### config.mk
export PLATFORM = sky130hd
export DESIGN_NAME = fac_csr
export DESIGN_NICKNAME = d
export VERILOG_FILES = /design/src/fac_pkg.sv /design/src/fac_csr.sv
export SDC_FILE = /design/constraint.sdc
export NUM_CORES = 1
export LEC_CHECK = 0
export BUFFER_PORTS_ARGS = -buffer_cell sky130_fd_sc_hd__buf_2
export CORE_AREA = 2 2 174 176
export CTS_BUF_LIST = sky130_fd_sc_hd__clkbuf_4 sky130_fd_sc_hd__clkbuf_8 sky130_fd_sc_hd__clkbuf_16
export CTS_CLUSTER_DIAMETER = 50
export DETAILED_ROUTE_END_ITERATION = 7
export DIE_AREA = 0 0 176 178
export PLACE_DENSITY = 0.85
export SETUP_SLACK_MARGIN = 0.1
export SLEW_MARGIN = 5
export SYNTH_ARGS = -nofsm -noshare
export SYNTH_HDL_FRONTEND = slang
export SYNTH_SLANG_ARGS = --single-unit
### constraint.sdc
create_clock -name clock -period 1.7 [get_ports clock]
set_input_delay 0.17 -clock clock [delete_from_list [all_inputs] [get_ports clock]]
set_output_delay 0.17 -clock clock [all_outputs]
set_load 0.01 [all_outputs]
### src/fac_pkg.sv
// Package for the frustum box culler: widths, plane word layout and result codes.
// Used by fac_csr, fac_plane and frustum_aabb_cull; depends on nothing else.
package fac_pkg;

   localparam int COORD_WIDTH     = 16;
   localparam int PLANE_COUNT     = 6;
   localparam int PLANE_WIDTH     = 64;
   localparam int FIELD_WIDTH     = 16;
   localparam int NORMAL_FRAC     = 14;
   localparam int AXIS_COUNT      = 3;
   localparam int OFFSET_FIELD    = 3;
   localparam int CSR_INDEX_WIDTH = 3;
   localparam int PROD_WIDTH      = FIELD_WIDTH + COORD_WIDTH;
   localparam int OFFSET_WIDTH    = FIELD_WIDTH + NORMAL_FRAC;
   localparam int SUM_WIDTH       = ((PROD_WIDTH > OFFSET_WIDTH) ? PROD_WIDTH : OFFSET_WIDTH) + 2;

   typedef logic [AXIS_COUNT-1:0][COORD_WIDTH-1:0] coord_vec_type;
   typedef logic [PLANE_COUNT-1:0][PLANE_WIDTH-1:0] plane_array_type;

   typedef struct packed {
      logic outside;
      logic straddle;
   } plane_flags_type;

   typedef enum logic [1:0] {
      CLASS_INSIDE    = 2'd0,
      CLASS_INTERSECT = 2'd1,
      CLASS_OUTSIDE   = 2'd2
   } cull_class_type;

endpackage

### src/fac_csr.sv
// Plane register file of the frustum box culler: six 64-bit plane words.
// Depends on fac_pkg.
module fac_csr (
   input  logic                                   clock,
   input  logic                                   reset,
   input  logic                                   csr_valid,
   input  logic [fac_pkg::CSR_INDEX_WIDTH-1:0]    csr_index,
   input  logic [fac_pkg::PLANE_WIDTH-1:0]        csr_data,
   output fac_pkg::plane_array_type               planes
);

   fac_pkg::plane_array_type planes_ff;
   fac_pkg::plane_array_type planes_in;

   always_comb begin
      planes_in = planes_ff;
      if (csr_valid && (csr_index < fac_pkg::CSR_INDEX_WIDTH'(fac_pkg::PLANE_COUNT))) begin
         planes_in[csr_index] = csr_data;
      end
   end

   always_ff @(posedge clock) begin
      if (reset) begin
         planes_ff <= '0;
      end else begin
         planes_ff <= planes_in;
      end
   end

   assign planes = planes_ff;

endmodule

==> qor.log <==
qor: timing.slew_of_the_pin_with_the_lowest_slew_margin 0.472 ns
qor: route.avgRoutedWirePerCell 18.7 um
qor: floorplan.core_region_area 29400 um^2
qor: layout.fin_nets 1818
qor: layout.area_of_the_multi_input_gates 6780 um^2
qor: global_routing.grt_pass1_wl 61300 um
qor: logic_synthesis.syn-cell-area 14800 um^2
qor: timing.report.final.slew_viol_count 0
qor: route.post-route-drc-count 0
qor: logic_synthesis.synth.top_cell.area_share 51.8%
qor: logic_synthesis.synth_area_per_cell 11.3 um^2
qor: layout.share_of_final_layout_standard_cells_stronger_than_drive_strength_1 31.5%
qor: setup_path.cp_num_buf_inv 1
qor: timing.final_cycle_utilization_of_the_critical_path 73.3%
qor: setup_path.worst-path-max-fanout 2
qor: setup_path.worst_ep_arrival_time 1.08 ns
qor: worst_hold_path.min_path_type in2reg
qor: layout.synthToLayoutAreaGrowth 28.4%
qor: setup_path.timing.critical_path.max_delay_family flip-flops
qor: logic_synthesis.synth_top_area_cell sky130_fd_sc_hd__dfxtp_1
qor: floorplan.die_height 178 um
qor: job.max-cap-violations 0
qor: setup_path.timing.critical_path.slowest_cell_delay 0.37 ns
qor: placement.hpwl 27900 um
qor: setup_path.critical_path.endpoint_type primary output
qor: pwr.ir_drop 844 uV
qor: cts.cts_buffer_count 42
qor: timing.period_needed 1.25 ns
qor: global_routing.grt.overflow.total 0
qor: cts.cts_tree built
qor: layout.finalCoreUtilization 64.8%
qor: floorplan.io_pins 454
qor: cts.clk-insertion-delay-late 0.52 ns
qor: floorplan.start_util 50.5%
qor: layout.max_reg_flops 384
qor: outcome.result_of_the_run complete, no violations
qor: global_routing.grt_max_degree 95
qor: global_routing.grt_pass1_vias 11100
qor: timing.setup_viol 0
qor: route.ant_nets 0
qor: route.detailedRoute.firstPassIterationCount 4
qor: timing.max-slew-margin-rel 68.6%
qor: placement.placement.io_buffers 453
qor: placement.placed_cells 2094
qor: layout.regArea 7690 um^2
qor: pwr.power_density 1060 nW/um^2
qor: logic_synthesis.yosys-top-cells-area sky130_fd_sc_hd__dfxtp_1 (52%), sky130_fd_sc_hd__mux2i_1 (26%), sky130_fd_sc_hd__nand2b_1 (19%)
qor: cts.number_of_h_tree_levels 2
qor: setup_path.worstPathRequired 1.53 ns
qor: route.wirelength 40600 um
qor: layout.fillCellCount 2269
qor: floorplan.die_area 31300 um^2
qor: floorplan.num_rows 63
qor: logic_synthesis.synth_sequential_area_ratio 51.8%
qor: logic_synthesis.synthesis.nets 1386
qor: setup_path.worstPathCellList buf_2
qor: cts.postCtsResizedCells 0
qor: global_routing.antenna_found_initial 1
qor: timing.timing.final.hold_violations 0
qor: global_routing.gr-usage-all-layers 24.7%
qor: setup_path.start_kind flip-flop
qor: layout.finalNonFillerCells 2171
qor: timing.final.setup.tns 0 ns
qor: timing.clock_skew 0 ns
qor: pwr.p_leak 0.0103 uW
qor: cts.cts.sink_count 384
qor: cts.clk_pin_slew 0.06 ns
qor: logic_synthesis.yosys_warnings 0
qor: cts.post-cts-setup-buffers 0
qor: cts.clk_path_buf_depth 3
qor: route.drt_iter0_markers 481
qor: timing.fmax 0.802 GHz
qor: route.detailroute.via_count 11100
qor: timing.rsz0062_at_grt false
qor: placement.gp_congestion 0.837
qor: cts.cts-root-buf sky130_fd_sc_hd__clkbuf_16
qor: logic_synthesis.cell_count_after_synthesis 1316
qor: setup_path.criticalPathCategory reg2out
qor: logic_synthesis.post_synth_num_cell_types 12
qor: logic_synthesis.register_bit_total_from_synthesis 384
qor: floorplan.die_w 176 um
qor: cts.cts_hold_buffers 0
qor: setup_path.cpMaxStageDelayCell sky130_fd_sc_hd__dfxtp_1
qor: route.post_drt_via_cell_ratio 5.10
==> synthesized netlist by cell type <==
| cell | number |
|---|---|
| sky130_fd_sc_hd__buf_2 | 35 |
| sky130_fd_sc_hd__mux2i_1 | 384 |
| sky130_fd_sc_hd__buf_6 | 2 |
| sky130_fd_sc_hd__nand2b_1 | 448 |
| sky130_fd_sc_hd__nand4b_1 | 2 |
| sky130_fd_sc_hd__and4bb_2 | 1 |
| sky130_fd_sc_hd__dfxtp_1 | 384 |
| sky130_fd_sc_hd__nor4b_1 | 1 |
| sky130_fd_sc_hd__nand4bb_1 | 3 |
| sky130_fd_sc_hd__or4b_1 | 1 |
| sky130_fd_sc_hd__buf_4 | 5 |
| sky130_fd_sc_hd__clkbuf_1 | 50 |
==> path summary, 6_finish.rpt <==
kind | depth (start not counted) | slack, ns | endpoint | from
hold / removal | 3 | 0.04 | planes[116]$_SDFFE_PP0P_ | reset
setup / recovery | 1 | 0.45 | planes[258] | planes[258]$_SDFFE_PP0P_
hold reg to reg | 2 | 0.47 | planes[257]$_SDFFE_PP0P_ | planes[257]$_SDFFE_PP0P_
setup reg to reg | 2 | 0.99 | planes[225]$_SDFFE_PP0P_ | planes[225]$_SDFFE_PP0P_
==> stage by stage <==
step | worst slack [ns] | cell area, um^2 | hold WS [ns] | power (uW)
after CTS | 0.448 | 19100 | 0.0240 | 20300
after detailed placement | 0.151 | 17600 | 0.458 | 10800
after global placement | 0.241 | 17600 | 0.455 | 10800
final | 0.453 | 19100 | 0.0407 | 20100
after global routing | 0.431 | 19100 | 0.0436 | 20700
after floorplan | 0.459 | 14800 | 0.428 | 10300
==> cell families after synthesis <==
family                 share of synthesized area [%]
buffers and inverters                           2.85
DFF                                             51.8
and+or+nand+nor                                 19.4
muxes                                           25.9
==> layout by cell type, fill, tap and decap left out, types with 2 or more instances in the layout <==
cell type	count
sky130_fd_sc_hd__buf_2	452
sky130_fd_sc_hd__nand2b_1	448
sky130_fd_sc_hd__mux2i_1	384
sky130_fd_sc_hd__dfxtp_1	384
sky130_fd_sc_hd__clkbuf_16	45
sky130_fd_sc_hd__buf_4	16
sky130_fd_sc_hd__buf_12	11
sky130_fd_sc_hd__clkbuf_4	10
sky130_fd_sc_hd__clkbuf_8	10
sky130_fd_sc_hd__clkinv_2	4
sky130_fd_sc_hd__nand4bb_4	3
sky130_fd_sc_hd__bufinv_16	3
sky130_fd_sc_hd__nand4b_1	2
sky130_fd_sc_hd__inv_8	2
sky130_fd_sc_hd__clkinv_4	2
==> routing by layer <==
layer  global-route usage [%]  vias to the layer above  wire (um)  part of all wire (%)
li1                         -                     5214          -                     -
met1                     29.7                     5371      16500                    41
met2                     42.4                      379      19700                    49
met3                     5.39                      110       2460                   6.1
met4                     11.7                        0       1940                   4.8
met5                        0                        -          0                     0
==> power by group <==
part	total [uW]	internal [uW]	leakage, uW	switching (uW)
clock network	9480	5860	0.000744	3610
logic	1350	605	0.00645	746
registers	9300	9200	0.00311	103
==> cell type report <==
class                      instances  area share, %
clock buffer                      64           6.95
timing repair buffer             480           13.7
clock inverter                    12          0.827
multi-input combinational        840           35.6
sequential                       384           40.3
antenna                            1         0.0131
tap                              390           2.56
Power figures use the tool's default switching activity.
